[src/hw/rtl/hes_pkg.sv]
// haptic effect sequencer package: effect and recoil codes, channel control type,
// effect tables for durations and drive levels
// no dependencies
`timescale 1ns / 1ps
`default_nettype none

package hes_pkg;

    // widths
    localparam int MODE_W      = 3;
    localparam int PHASE_W     = 3;
    localparam int LVL_W       = 8;
    localparam int ELAPSED_W   = 10;
    localparam int DUR_W       = 14;
    localparam int TIME_W_DEF  = 16;
    localparam int IN_DATA_W   = 32;
    localparam int OUT_DATA_W  = 32;

    // effect mode codes
    localparam logic [MODE_W-1:0] MODE_TEST  = 3'd0;
    localparam logic [MODE_W-1:0] MODE_TIRE  = 3'd1;
    localparam logic [MODE_W-1:0] MODE_GUN   = 3'd2;
    localparam logic [MODE_W-1:0] MODE_BEAT  = 3'd3;
    localparam logic [MODE_W-1:0] MODE_STEP  = 3'd4;

    // gun recoil phases with special handling
    localparam logic [PHASE_W-1:0] GUN_PHASE_KICK = 3'd2;
    localparam logic [PHASE_W-1:0] GUN_PHASE_END  = 3'd3;

    // trigger thresholds for gun recoil
    localparam logic [LVL_W-1:0] TRIG_RELEASED = 8'd1;
    localparam logic [LVL_W-1:0] TRIG_PULLED   = 8'd32;

    // drive levels, round(fraction * 255)
    localparam logic [LVL_W-1:0] LVL_OFF  = 8'd0;
    localparam logic [LVL_W-1:0] LVL_FULL = 8'd255;
    localparam logic [LVL_W-1:0] LVL_080  = 8'd204;
    localparam logic [LVL_W-1:0] LVL_030  = 8'd77;
    localparam logic [LVL_W-1:0] LVL_020  = 8'd51;
    localparam logic [LVL_W-1:0] LVL_002  = 8'd5;

    // per-channel timer and phase controls
    typedef struct packed {
        logic clear;      // clear phase and timer
        logic phase_rst;  // phase back to 0, timer holds
        logic time_clr;   // timer to 0, phase holds
        logic run;        // accumulate time and advance phase
    } t_chan_ctrl;

    // last valid phase index of the table for a mode
    function automatic logic [PHASE_W-1:0] f_last(input logic [MODE_W-1:0] mode);
        logic [PHASE_W-1:0] last;
        case (mode)
            MODE_TIRE: last = 3'd2;
            MODE_GUN:  last = 3'd3;
            MODE_BEAT: last = 3'd4;
            MODE_STEP: last = 3'd3;
            default:   last = 3'd0;
        endcase
        return last;
    endfunction

    // phase duration in ms, zero outside the table
    function automatic logic [DUR_W-1:0] f_dur(input logic [MODE_W-1:0] mode,
                                               input logic [PHASE_W-1:0] phase);
        logic [DUR_W-1:0] dur;
        dur = '0;
        case (mode)
            MODE_TIRE: begin
                case (phase)
                    3'd0:    dur = 14'd33;
                    3'd1:    dur = 14'd80;
                    3'd2:    dur = 14'd16;
                    default: dur = '0;
                endcase
            end
            MODE_GUN: begin
                case (phase)
                    3'd0:    dur = 14'd20;
                    3'd1:    dur = 14'd10;
                    3'd2:    dur = 14'd90;
                    3'd3:    dur = 14'd10000;
                    default: dur = '0;
                endcase
            end
            MODE_BEAT: begin
                case (phase)
                    3'd0:    dur = 14'd25;
                    3'd1:    dur = 14'd200;
                    3'd2:    dur = 14'd25;
                    3'd3:    dur = 14'd10;
                    3'd4:    dur = 14'd745;
                    default: dur = '0;
                endcase
            end
            MODE_STEP: begin
                case (phase)
                    3'd0:    dur = 14'd25;
                    3'd1:    dur = 14'd600;
                    3'd2:    dur = 14'd25;
                    3'd3:    dur = 14'd600;
                    default: dur = '0;
                endcase
            end
            default: dur = '0;
        endcase
        return dur;
    endfunction

    // left channel level, zero outside the table
    function automatic logic [LVL_W-1:0] f_lvl_left(input logic [MODE_W-1:0] mode,
                                                    input logic [PHASE_W-1:0] phase);
        logic [LVL_W-1:0] lvl;
        lvl = LVL_OFF;
        case (mode)
            MODE_TIRE: lvl = (phase == 3'd0) ? LVL_080  : LVL_OFF;
            MODE_GUN:  lvl = (phase == 3'd0) ? LVL_FULL : LVL_OFF;
            MODE_BEAT: lvl = (phase == 3'd0) ? LVL_020  : LVL_OFF;
            MODE_STEP: lvl = (phase == 3'd0) ? LVL_030  : LVL_OFF;
            default:   lvl = LVL_OFF;
        endcase
        return lvl;
    endfunction

    // right channel level, zero outside the table
    function automatic logic [LVL_W-1:0] f_lvl_right(input logic [MODE_W-1:0] mode,
                                                     input logic [PHASE_W-1:0] phase);
        logic [LVL_W-1:0] lvl;
        lvl = LVL_OFF;
        case (mode)
            MODE_BEAT: begin
                case (phase)
                    3'd2:    lvl = LVL_020;
                    3'd3:    lvl = LVL_002;
                    default: lvl = LVL_OFF;
                endcase
            end
            MODE_STEP: lvl = (phase == 3'd2) ? LVL_030 : LVL_OFF;
            default:   lvl = LVL_OFF;
        endcase
        return lvl;
    endfunction

endpackage

`default_nettype wire

[src/hw/rtl/hes_channel.sv]
// one effect channel: phase index and saturating phase timer
// depends on hes_pkg
`timescale 1ns / 1ps
`default_nettype none

module hes_channel
    import hes_pkg::*;
#(
    parameter int TIME_WIDTH = TIME_W_DEF
) (
    input  wire logic                 i_clk,
    input  wire logic                 i_rst_n,
    input  wire t_chan_ctrl           i_ctrl,
    input  wire logic [ELAPSED_W-1:0] i_elapsed,
    input  wire logic [DUR_W-1:0]     i_dur,
    input  wire logic [PHASE_W-1:0]   i_last,
    output logic      [PHASE_W-1:0]   o_phase
);

    logic [PHASE_W-1:0]    r_phase, n_phase;
    logic [TIME_WIDTH-1:0] r_time, n_time;
    logic [TIME_WIDTH:0]   w_sum;
    logic [TIME_WIDTH-1:0] w_sat;

    // saturating accumulate of elapsed time
    always_comb begin
        w_sum = {1'b0, r_time} + (TIME_WIDTH + 1)'(i_elapsed);
        w_sat = w_sum[TIME_WIDTH] ? {TIME_WIDTH{1'b1}} : w_sum[TIME_WIDTH-1:0];
    end

    // next phase and timer
    always_comb begin
        n_phase = r_phase;
        n_time  = r_time;
        if (i_ctrl.clear) begin
            n_phase = '0;
            n_time  = '0;
        end else if (i_ctrl.phase_rst) begin
            n_phase = '0;
        end else if (i_ctrl.time_clr) begin
            n_time = '0;
        end else if (i_ctrl.run) begin
            n_time = w_sat;
            // phase ends once its time strictly exceeds the duration
            if (w_sat > TIME_WIDTH'(i_dur)) begin
                n_phase = (r_phase >= i_last) ? '0 : r_phase + 3'd1;
                n_time  = '0;
            end
        end
    end

    always_ff @(posedge i_clk) begin
        if (!i_rst_n) begin
            r_phase <= '0;
            r_time  <= '0;
        end else begin
            r_phase <= n_phase;
            r_time  <= n_time;
        end
    end

    assign o_phase = r_phase;

endmodule

`default_nettype wire

[src/hw/rtl/haptic_effect_sequencer.sv]
// haptic effect sequencer top level: input register, effect logic, drive level register
// depends on hes_pkg and hes_channel
//
// usage:
//   slave stream: one transaction per update tick. tdata carries elapsed_ms,
//   left_trigger and right_trigger. master stream: one transaction per tick
//   with the four drive levels low_motor, high_motor, left_actuator,
//   right_actuator.
//   config: i_cfg_we with i_cfg_wdata selects the effect (0 test, 1 flat tire,
//   2 gun recoil, 3 heartbeat, 4 footsteps) and clears phases, timers,
//   recoil state and drive levels. write it only while no tick is in flight.
// path: an accepted input goes through the input register, then the drive level register.
// throughput: one tick per cycle while the master side is not stalled; the effect state
//   is updated combinationally from the input register into the drive level register.
// reset: effect goes to test mode, all state and levels to zero, both
//   streams empty.
// stall: while the master side is stalled the result holds; one more input
//   is taken into the input register, then o_s_axis_tready drops.
`timescale 1ns / 1ps
`default_nettype none

module haptic_effect_sequencer
    import hes_pkg::*;
#(
    parameter int TIME_WIDTH = TIME_W_DEF
) (
    input  wire logic                  i_clk,
    input  wire logic                  i_rst_n,
    // config
    input  wire logic                  i_cfg_we,
    input  wire logic [MODE_W-1:0]     i_cfg_wdata,
    // slave stream
    input  wire logic                  i_s_axis_tvalid,
    output logic                       o_s_axis_tready,
    // elapsed_ms [9:0], left_trigger [17:10], right_trigger [25:18], zero fill
    input  wire logic [IN_DATA_W-1:0]  i_s_axis_tdata,
    // master stream
    output logic                       o_m_axis_tvalid,
    input  wire logic                  i_m_axis_tready,
    // low_motor [7:0], high_motor [15:8], left_actuator [23:16],
    // right_actuator [31:24]
    output logic [OUT_DATA_W-1:0]      o_m_axis_tdata
);

    // recoil state codes
    localparam logic [1:0] RCL_RELEASE = 2'd0;
    localparam logic [1:0] RCL_PULL    = 2'd1;
    localparam logic [1:0] RCL_PLAY    = 2'd2;

    logic                 r_in_valid;
    logic [ELAPSED_W-1:0] r_elapsed;
    logic [LVL_W-1:0]     r_ltrig, r_rtrig;
    logic                 r_out_valid;
    logic [MODE_W-1:0]    r_mode;
    logic [1:0]           r_recoil, n_recoil;
    logic [LVL_W-1:0]     r_lvl_low, r_lvl_high, r_lvl_left, r_lvl_right;
    logic [LVL_W-1:0]     n_lvl_low, n_lvl_high, n_lvl_left, n_lvl_right;
    logic                 w_adv;
    logic                 w_in_acc;
    t_chan_ctrl           w_lctrl, w_rctrl;
    logic [PHASE_W-1:0]   w_lphase, w_rphase;

    // handshake
    assign w_adv           = r_in_valid && (!r_out_valid || i_m_axis_tready);
    assign o_s_axis_tready = !r_in_valid || w_adv;
    assign w_in_acc        = i_s_axis_tvalid && o_s_axis_tready;

    // input register
    always_ff @(posedge i_clk) begin
        if (!i_rst_n) begin
            r_in_valid <= 1'b0;
        end else if (w_in_acc) begin
            r_in_valid <= 1'b1;
        end else if (w_adv) begin
            r_in_valid <= 1'b0;
        end
    end

    always_ff @(posedge i_clk) begin
        if (w_in_acc) begin
            r_elapsed <= i_s_axis_tdata[9:0];
            r_ltrig   <= i_s_axis_tdata[17:10];
            r_rtrig   <= i_s_axis_tdata[25:18];
        end
    end

    // channels
    hes_channel #(.TIME_WIDTH(TIME_WIDTH)) u_left (
        .i_clk     (i_clk),
        .i_rst_n   (i_rst_n),
        .i_ctrl    (w_lctrl),
        .i_elapsed (r_elapsed),
        .i_dur     (f_dur(r_mode, w_lphase)),
        .i_last    (f_last(r_mode)),
        .o_phase   (w_lphase)
    );

    hes_channel #(.TIME_WIDTH(TIME_WIDTH)) u_right (
        .i_clk     (i_clk),
        .i_rst_n   (i_rst_n),
        .i_ctrl    (w_rctrl),
        .i_elapsed (r_elapsed),
        .i_dur     (f_dur(r_mode, w_rphase)),
        .i_last    (f_last(r_mode)),
        .o_phase   (w_rphase)
    );

    // effect logic for one tick
    always_comb begin
        w_lctrl     = '0;
        w_rctrl     = '0;
        n_recoil    = r_recoil;
        n_lvl_low   = r_lvl_low;
        n_lvl_high  = r_lvl_high;
        n_lvl_left  = r_lvl_left;
        n_lvl_right = r_lvl_right;
        if (i_cfg_we) begin
            w_lctrl.clear = 1'b1;
            w_rctrl.clear = 1'b1;
            n_recoil      = RCL_RELEASE;
            n_lvl_low     = LVL_OFF;
            n_lvl_high    = LVL_OFF;
            n_lvl_left    = LVL_OFF;
            n_lvl_right   = LVL_OFF;
        end else if (w_adv) begin
            case (r_mode)
                MODE_TEST: begin
                    n_lvl_low   = r_ltrig;
                    n_lvl_high  = r_rtrig;
                    n_lvl_left  = r_ltrig;
                    n_lvl_right = r_rtrig;
                end
                MODE_TIRE: begin
                    n_lvl_left  = f_lvl_left(r_mode, w_lphase);
                    w_lctrl.run = 1'b1;
                end
                MODE_GUN: begin
                    case (r_recoil)
                        RCL_PULL: begin
                            if (r_ltrig >= TRIG_PULLED) begin
                                w_lctrl.time_clr = 1'b1;
                                n_recoil         = RCL_PLAY;
                            end
                        end
                        RCL_PLAY: begin
                            n_lvl_left = f_lvl_left(r_mode, w_lphase);
                            n_lvl_low  = (w_lphase == GUN_PHASE_KICK) ? LVL_FULL : LVL_OFF;
                            n_lvl_high = n_lvl_low;
                            if (w_lphase == GUN_PHASE_END) begin
                                w_lctrl.phase_rst = 1'b1;
                                n_recoil          = RCL_RELEASE;
                            end else begin
                                w_lctrl.run = 1'b1;
                            end
                        end
                        default: begin
                            // wait for release, unknown code behaves the same
                            if (r_ltrig <= TRIG_RELEASED) begin
                                n_recoil = RCL_PULL;
                            end
                        end
                    endcase
                end
                MODE_BEAT, MODE_STEP: begin
                    n_lvl_left  = f_lvl_left(r_mode, w_lphase);
                    n_lvl_right = f_lvl_right(r_mode, w_rphase);
                    w_lctrl.run = 1'b1;
                    w_rctrl.run = 1'b1;
                end
                default: begin
                    // unknown effect holds everything
                end
            endcase
        end
    end

    // effect state and result register
    always_ff @(posedge i_clk) begin
        if (!i_rst_n) begin
            r_mode      <= MODE_TEST;
            r_recoil    <= RCL_RELEASE;
            r_out_valid <= 1'b0;
            r_lvl_low   <= LVL_OFF;
            r_lvl_high  <= LVL_OFF;
            r_lvl_left  <= LVL_OFF;
            r_lvl_right <= LVL_OFF;
        end else begin
            if (i_cfg_we) begin
                r_mode <= i_cfg_wdata;
            end
            r_recoil    <= n_recoil;
            r_lvl_low   <= n_lvl_low;
            r_lvl_high  <= n_lvl_high;
            r_lvl_left  <= n_lvl_left;
            r_lvl_right <= n_lvl_right;
            if (w_adv) begin
                r_out_valid <= 1'b1;
            end else if (i_m_axis_tready) begin
                r_out_valid <= 1'b0;
            end
        end
    end

    assign o_m_axis_tvalid = r_out_valid;
    assign o_m_axis_tdata  = {r_lvl_right, r_lvl_left, r_lvl_high, r_lvl_low};

    // recoil state machine never reaches the unused code
    a_recoil_code: assert property (@(posedge i_clk) disable iff (!i_rst_n)
        r_recoil != 2'd3)
        else $error("recoil state reached unused code");

    // phases stay inside the largest table
    a_phase_range: assert property (@(posedge i_clk) disable iff (!i_rst_n)
        w_lphase <= 3'd4 && w_rphase <= 3'd4)
        else $error("phase index beyond table");

    // effect write clears levels and phases
    a_cfg_clear: assert property (@(posedge i_clk) disable iff (!i_rst_n)
        i_cfg_we |=> (o_m_axis_tdata == '0 && w_lphase == '0 && w_rphase == '0))
        else $error("effect write did not clear state");

    // test mode mirrors triggers onto motors and actuators
    a_test_mirror: assert property (@(posedge i_clk) disable iff (!i_rst_n)
        (w_adv && !i_cfg_we && r_mode == MODE_TEST)
            |=> (r_lvl_low == r_lvl_left && r_lvl_high == r_lvl_right))
        else $error("test mode levels mismatch");

endmodule

`default_nettype wire
[config.mk]
export PLATFORM = sky130hd
export DESIGN_NAME = haptic_effect_sequencer
export DESIGN_NICKNAME = d
export VERILOG_FILES = /design/src/hw/rtl/hes_pkg.sv /design/src/hw/rtl/hes_channel.sv /design/src/hw/rtl/haptic_effect_sequencer.sv
export SDC_FILE = /design/constraint.sdc
export NUM_CORES = 1
export LEC_CHECK = 0
export ABC_AREA = 1
export BUFFER_PORTS_ARGS = -buffer_cell sky130_fd_sc_hd__buf_2
export CAP_MARGIN = 5
export CORE_MARGIN = 2
export CORE_UTILIZATION = 50
export CTS_CLUSTER_SIZE = 14
export DETAILED_ROUTE_END_ITERATION = 6
export PLACE_DENSITY = 0.74
export REMOVE_ABC_BUFFERS = 1
export SLEW_MARGIN = 20
export SYNTH_ARGS = -nofsm -noshare
export SYNTH_HDL_FRONTEND = slang
export SYNTH_SLANG_ARGS = --single-unit
[constraint.sdc]
create_clock -name i_clk -period 8.95 [get_ports i_clk]
set_clock_uncertainty 0.2 [all_clocks]
set_input_delay 0.895 -clock i_clk [delete_from_list [all_inputs] [get_ports i_clk]]
set_output_delay 0.895 -clock i_clk [all_outputs]
set_load 0.02 [all_outputs]
==> impl_metrics.py, run 1 <==
metrics = {
    "sta": {
        "rsz0062_at_grt": "false",
        "fin_crit_ps": 4280,
        "setup_violations": 0,
        "hold_viol_final": 0,
        "slew_viol_final": 0,
        "max_slew_margin_pct": 32.0,
        "setup_tns_ps": 0,
        "post-route-period-util_pct": 47.8,
        "worst_pin_slew_ps": 1010,
        "fmax_ghz": 0.234,
    },
    "synth": {
        "avgSynthCellArea_um2": 7.35,
        "synth_cells": 879,
        "synth_edf_count": 26,
        "yosysWarnings": 0,
        "ys_ff_latch": 103,
        "synth_cell_types": 40,
        "synthFlopType": "dfxtp_1",
        "netlist_area_um2": 6460,
        "seq_area_frac_synth_pct": 36.0,
        "async_reset_ff_share_pct": 0,
    },
    "run_status": {
        "status": "completed",
    },
    "cells_and_area": {
        "final_cell_mix": "188 x nand2_1, 117 x a21oi_1, 89 x inv_1",
        "nets": 1040,
        "multiInputGateArea_um2": 3670,
        "n_antenna_cell": 0,
        "regArea_um2": 2320,
        "fillers": 1245,
        "drive_gt1_share_pct": 13.2,
        "final_common_cell": "nand2_1",
        "area_growth_pct": 12.0,
        "fin_cells": 1113,
        "top_regs": "u_left.r_time x16, u_right.r_time x16, r_elapsed x10",
        "fin_area_um2": 7230,
    },
    "drt": {
        "wire_per_inst_um": 13.9,
        "first_iter_violations": 358,
        "ant_nets": 0,
        "wl_um": 15400,
        "routed_via_density": 5.38,
        "route.detailed.drc": 0,
        "drt_pass1_iterations": 5,
        "vias": 5991,
    },
    "power_and_ir_drop": {
        "power.internal_uw": 741,
        "p_comb_share_pct": 12.5,
        "vdd_drop_max_uv": 135,
        "power.share.switching_pct": 28.4,
        "powerDensity_nw_per_um2": 143,
        "seqPwrFrac_pct": 48.3,
        "power_leakage_uw": 0.00325,
        "power_frac_clock_pct": 39.2,
        "switchingPower_uw": 294,
    },
    "die": {
        "initial_core_util_pct": 51.2,
        "die_height_um": 118,
        "rows": 41,
        "boundaryPins": 74,
        "die_w_um": 118,
        "dieArea_um2": 13800,
        "core_area_um2": 12600,
    },
    "global_routing": {
        "grt_pass1_wl_um": 26100,
        "overflow": 0,
        "grt_busiest_layer": "met2",
        "antenna_found_initial": 1,
        "use_met2_pct": 35.9,
        "grt_max_degree": 38,
        "track_usage_pct": 22.8,
        "use_met1_pct": 30.2,
        "grt_pass1_vias": 5656,
        "met3_usage_pct": 7.22,
    },
    "worst_setup_path": {
        "worstPathArrival_ps": 4370,
        "timing_worst_setup_path_type": "flip-flop to flip-flop",
        "critPathRequiredTime_ps": 9040,
        "r2r_start": "r_elapsed[0]",
        "startpoint_type": "flip-flop",
        "cp-end-kind": "flip-flop",
        "reg2reg_to": "u_left.o_phase[2]",
        "reg2reg_depth": 27,
        "crit_fanout": 15,
        "r2r_setup_slack_ps": 4670,
    },
    "place": {
        "dpl_cell_area_um2": 6920,
        "dp_hpwl_um": 11200,
        "gp_congestion": 0.895,
        "io_buffers": 67,
        "dp_cells": 1097,
    },
    "clock_tree": {
        "clockBufferDepth": 2,
        "cts_tree": "built",
        "cts_setup_buffers": 0,
        "cts_resized": 0,
        "cts.clk_slew.worst_paths_ps": 80,
        "clkSinkCount": 103,
        "cts-root-buf": "clkbuf_16",
        "numCtsBuffers": 9,
        "postCtsHoldBufs": 0,
        "htree_levels": 3,
        "clk_latency_ps": 360,
    },
    "worst_hold_path": {
        "hold_end": "r_lvl_right[7]",
        "hold_path.class": "flip-flop to flip-flop",
        "min_path_cells": 2,
        "min_from": "r_lvl_right[7]",
    },
    "flow_run": {
        "maxCapViolCount": 0,
    },
}
[worst max-delay path by stage]
stage                            start           endpoint  slack, ps  cells past startpoint
after detailed placement     r_mode[1]  u_left.o_phase[2]       4510                     22
final                     r_elapsed[0]  u_left.o_phase[2]       4670                     27
after global placement       r_mode[1]  u_left.o_phase[1]       4570                     22
after floorplan           r_elapsed[0]  u_left.o_phase[2]       5310                     24
after global routing      r_elapsed[0]  u_left.o_phase[2]       4200                     27
after CTS                    r_mode[1]  u_left.o_phase[2]       4480                     22
[layout make-up]
cell class / count / share of cell area [%]
multi-input combinational: 655 / 50.7
inverter: 97 / 5.03
timing repair buffer: 70 / 4.95
clock buffer: 10 / 3.30
clock inverter: 6 / 0.969
sequential: 103 / 32.1
tap: 172 / 2.97
[cells by family after synthesis]
family | synth area share (%)
buf+inv | 7.52
fa+ha+maj | 12.6
xor+xnor | 1.22
flops | 36.0
compound gates | 16.2
simple gates | 26.5
[power by group through the flow]
stage | clock, µW | combinational (µW) | sequential [µW]
after floorplan | 0 | 83.9 | 514
after global placement | 0 | 125 | 511
after detailed placement | 0 | 128 | 510
after CTS | 417 | 129 | 500
after global routing | 435 | 147 | 502
final | 406 | 129 | 500
[per-stage QoR]
| step | hold WS, ps | setup slack, ps | total power (µW) | util (%) |
|---|---|---|---|---|
| floorplan | 249 | 5310 | 597 | - |
| detailed placement | 256 | 4510 | 638 | 54.8 |
| global placement | 249 | 4570 | 636 | 54.8 |
| global route | 294 | 4200 | 1080 | 57.3 |
| CTS | 268 | 4480 | 1050 | 57.2 |
| finish | 265 | 4670 | 1040 | 57.3 |
[synthesized netlist by cell type (6+ instances only)]
| cell type | number | share of area (%) |
|---|---|---|
| a21oi_1 | 118 | 9.1 |
| xor2_1 | 8 | 1.1 |
| nor3_1 | 18 | 1.4 |
| nand2_1 | 188 | 11 |
| edfxtp_1 | 26 | 12 |
| or2_2 | 16 | 1.6 |
| o21ai_0 | 53 | 4.1 |
| inv_1 | 90 | 5.2 |
| nand3_1 | 53 | 4.1 |
| ha_1 | 62 | 12 |
| a31oi_1 | 8 | 0.78 |
| clkbuf_1 | 15 | 0.87 |
| nand4_1 | 34 | 3.3 |
| dfxtp_1 | 77 | 24 |
| inv_2 | 6 | 0.35 |
| nor2_1 | 65 | 3.8 |
[routing by layer]
metal,vias up,share of wire (%)
li1,3113,-
met1,2703,48
met2,154,44
met3,19,6.4
met4,2,1.4
met5,-,0.045
[worst max-delay path, cell delays in order, from the launching register on]
cell and delay, ps:
edfxtp_1 400, ha_1 240, fa_1 420, nand3_1 90, nand2_1 140, nand3_1 100
nand3_1 130, nand2_2 220, inv_1 120, or2_2 320, ha_1 320, inv_1 60
o21bai_1 60, nand2_1 60, nand2_1 50, nand2_1 50, nand2_1 40, nand2_1 50
nand2_1 40, nand2_1 50, nand2_1 40, nand2_1 50, nand2_1 50, nand2_1 360
nand2_1 200, nand2_1 140, nand2_1 60, a21oi_1 130
No activity file was read; power rests on OpenSTA's default activity.
==> inputs of run 2 (changes only) <==
==> constraint.sdc (replaced) <==
create_clock -name i_clk -period 4.3 [get_ports i_clk]
set_clock_uncertainty 0.2 [all_clocks]
set_input_delay 0.43 -clock i_clk [delete_from_list [all_inputs] [get_ports i_clk]]
set_output_delay 0.43 -clock i_clk [all_outputs]
set_load 0.02 [all_outputs]
==> impl_metrics.py, run 2 (synthesis results as in run 1) <==
metrics = {
    "drt": {
        "ant_nets": 0,
        "wire_per_inst_um": 13.6,
        "routed_via_density": 5.29,
        "wl_um": 15300,
        "route.detailed.drc": 0,
        "vias": 5926,
        "first_iter_violations": 305,
        "drt_pass1_iterations": 4,
    },
    "flow_run": {
        "maxCapViolCount": 0,
    },
    "global_routing": {
        "grt_pass1_wl_um": 25900,
        "grt_pass1_vias": 5584,
        "grt_max_degree": 38,
        "track_usage_pct": 22.5,
        "antenna_found_initial": 1,
        "overflow": 0,
    },
    "sta": {
        "fin_ws_ps": 438,
        "max_slew_margin_pct": 53.9,
        "timing.hold.ws_ps": 42.3,
        "post-route-period-util_pct": 89.8,
        "setup_violations": 0,
        "rsz0062_at_grt": "false",
        "worst_pin_slew_ps": 690,
        "fmax_ghz": 0.259,
        "hold_viol_final": 0,
        "slew_viol_final": 0,
        "setup_tns_ps": 0,
        "fin_crit_ps": 3860,
    },
    "die": {
        "die_w_um": 118,
        "rows": 41,
        "dieArea_um2": 13800,
        "core_area_um2": 12600,
        "boundaryPins": 74,
        "initial_core_util_pct": 51.2,
        "die_height_um": 118,
    },
    "worst_setup_path": {
        "worstPathArrival_ps": 3920,
        "cp-end-kind": "flip-flop",
        "startpoint_type": "flip-flop",
        "timing_worst_setup_path_type": "flip-flop to flip-flop",
        "critPathRequiredTime_ps": 4350,
        "crit_fanout": 8,
    },
    "clock_tree": {
        "clockBufferDepth": 2,
        "cts_tree": "built",
        "htree_levels": 3,
        "cts-root-buf": "clkbuf_16",
        "clk_latency_ps": 360,
        "numCtsBuffers": 9,
        "cts.clk_slew.worst_paths_ps": 80,
        "clkSinkCount": 103,
    },
    "place": {
        "dp_hpwl_um": 11300,
        "io_buffers": 67,
        "place_ws_ps": 293,
        "gp_congestion": 0.900,
    },
    "cells_and_area": {
        "area_growth_pct": 13.3,
        "drive_gt1_share_pct": 13.8,
        "final_common_cell": "nand2_1",
        "top_regs": "u_left.r_time x16, u_right.r_time x16, r_elapsed x10",
        "nets": 1047,
        "final_cell_mix": "188 x nand2_1, 117 x a21oi_1, 89 x inv_1",
    },
    "power_and_ir_drop": {
        "power.internal_uw": 1590,
        "switchingPower_uw": 607,
        "seqPwrFrac_pct": 47.4,
        "vdd_drop_max_uv": 282,
        "power_leakage_uw": 0.00330,
        "power.share.switching_pct": 27.6,
        "p_comb_share_pct": 12.5,
        "power_frac_clock_pct": 40.1,
        "powerDensity_nw_per_um2": 300,
    },
    "run_status": {
        "status": "completed",
    },
    "worst_hold_path": {
        "hold_path.class": "input pin to flip-flop",
    },
}
-- run 2: power groups by stage --
stage	clock network, µW	logic [µW]	registers (µW)
2_1_floorplan	0	175	1070
3_3_place_gp	0	264	1060
3_5_place_dp	0	268	1060
4_1_cts	898	270	1040
5_1_grt	934	313	1040
6_report	882	275	1040
-- run 2: path summary, 6_finish.rpt --
check	startpoint	to	slack [ps]	cells after the start
max	r_elapsed[0]	u_right.o_phase[2]	440	25
min reg2reg	r_lvl_right[7]	r_lvl_right[7]	270	2
max reg2reg	r_elapsed[0]	u_right.o_phase[2]	440	25
min	i_s_axis_tdata[11]	r_ltrig[1]	40	1
-- run 2: critical path: stages, from the launching register on --
cell      delay (ps)
edfxtp_1         400
ha_1             250
fa_1             410
nand3_1          100
nand2_1          120
nand3_1          120
o211ai_2         110
nand2_2          170
inv_2             90
or2_2            300
ha_1             310
a21o_1           160
nor2_1           100
nand2_1           60
nand2_1           50
nand2_1           40
nand2_1           50
nand2_1           40
nand2_1           50
nand3_1          100
nand2_4          130
nand2_1          120
nand2_1          130
nand2_1           50
nand2_1           50
nor2_1            40
-- run 2: stage by stage --
| step | instance area, µm² | total power, µW | util [%] | cells |
|---|---|---|---|---|
| 6_report | 7320 | 2200 | 58.0 | 1121 |
| 2_1_floorplan | 6340 | 1240 | - | 855 |
| 3_5_place_dp | 6950 | 1330 | 55.1 | 1102 |
| 4_1_cts | 7270 | 2210 | 57.6 | 1118 |
| 3_3_place_gp | 6950 | 1330 | 55.1 | 1102 |
| 5_1_grt | 7310 | 2290 | 58.0 | 1120 |
-- run 2: timing repair --
item	4_1_cts	5_1_grt
hold buffers	0	0
setup buffers	0	2
gates resized for setup	0	1
setup endpoints to repair	0	3
-- run 2: cell type report --
cell class              count  area (µm²)
fillers                  1207        5300
multi-input cells         655        3670
inverters                  97         364
clock inverters             7        95.1
well taps                 172         215
flip-flops and latches    103        2320
repair buffers             77         423
diodes                      1        2.50
clock buffers               9         225
-- run 2: per-layer routing --
layer / share of wire, % / global-route usage, % / vias up
met2: 44 / 35.0 / 135
met3: 6.1 / 6.49 / 15
met4: 1.6 / 6.02 / 0
met5: 0 / 0 / -
met1: 49 / 30.6 / 2651
li1: - / - / 3125
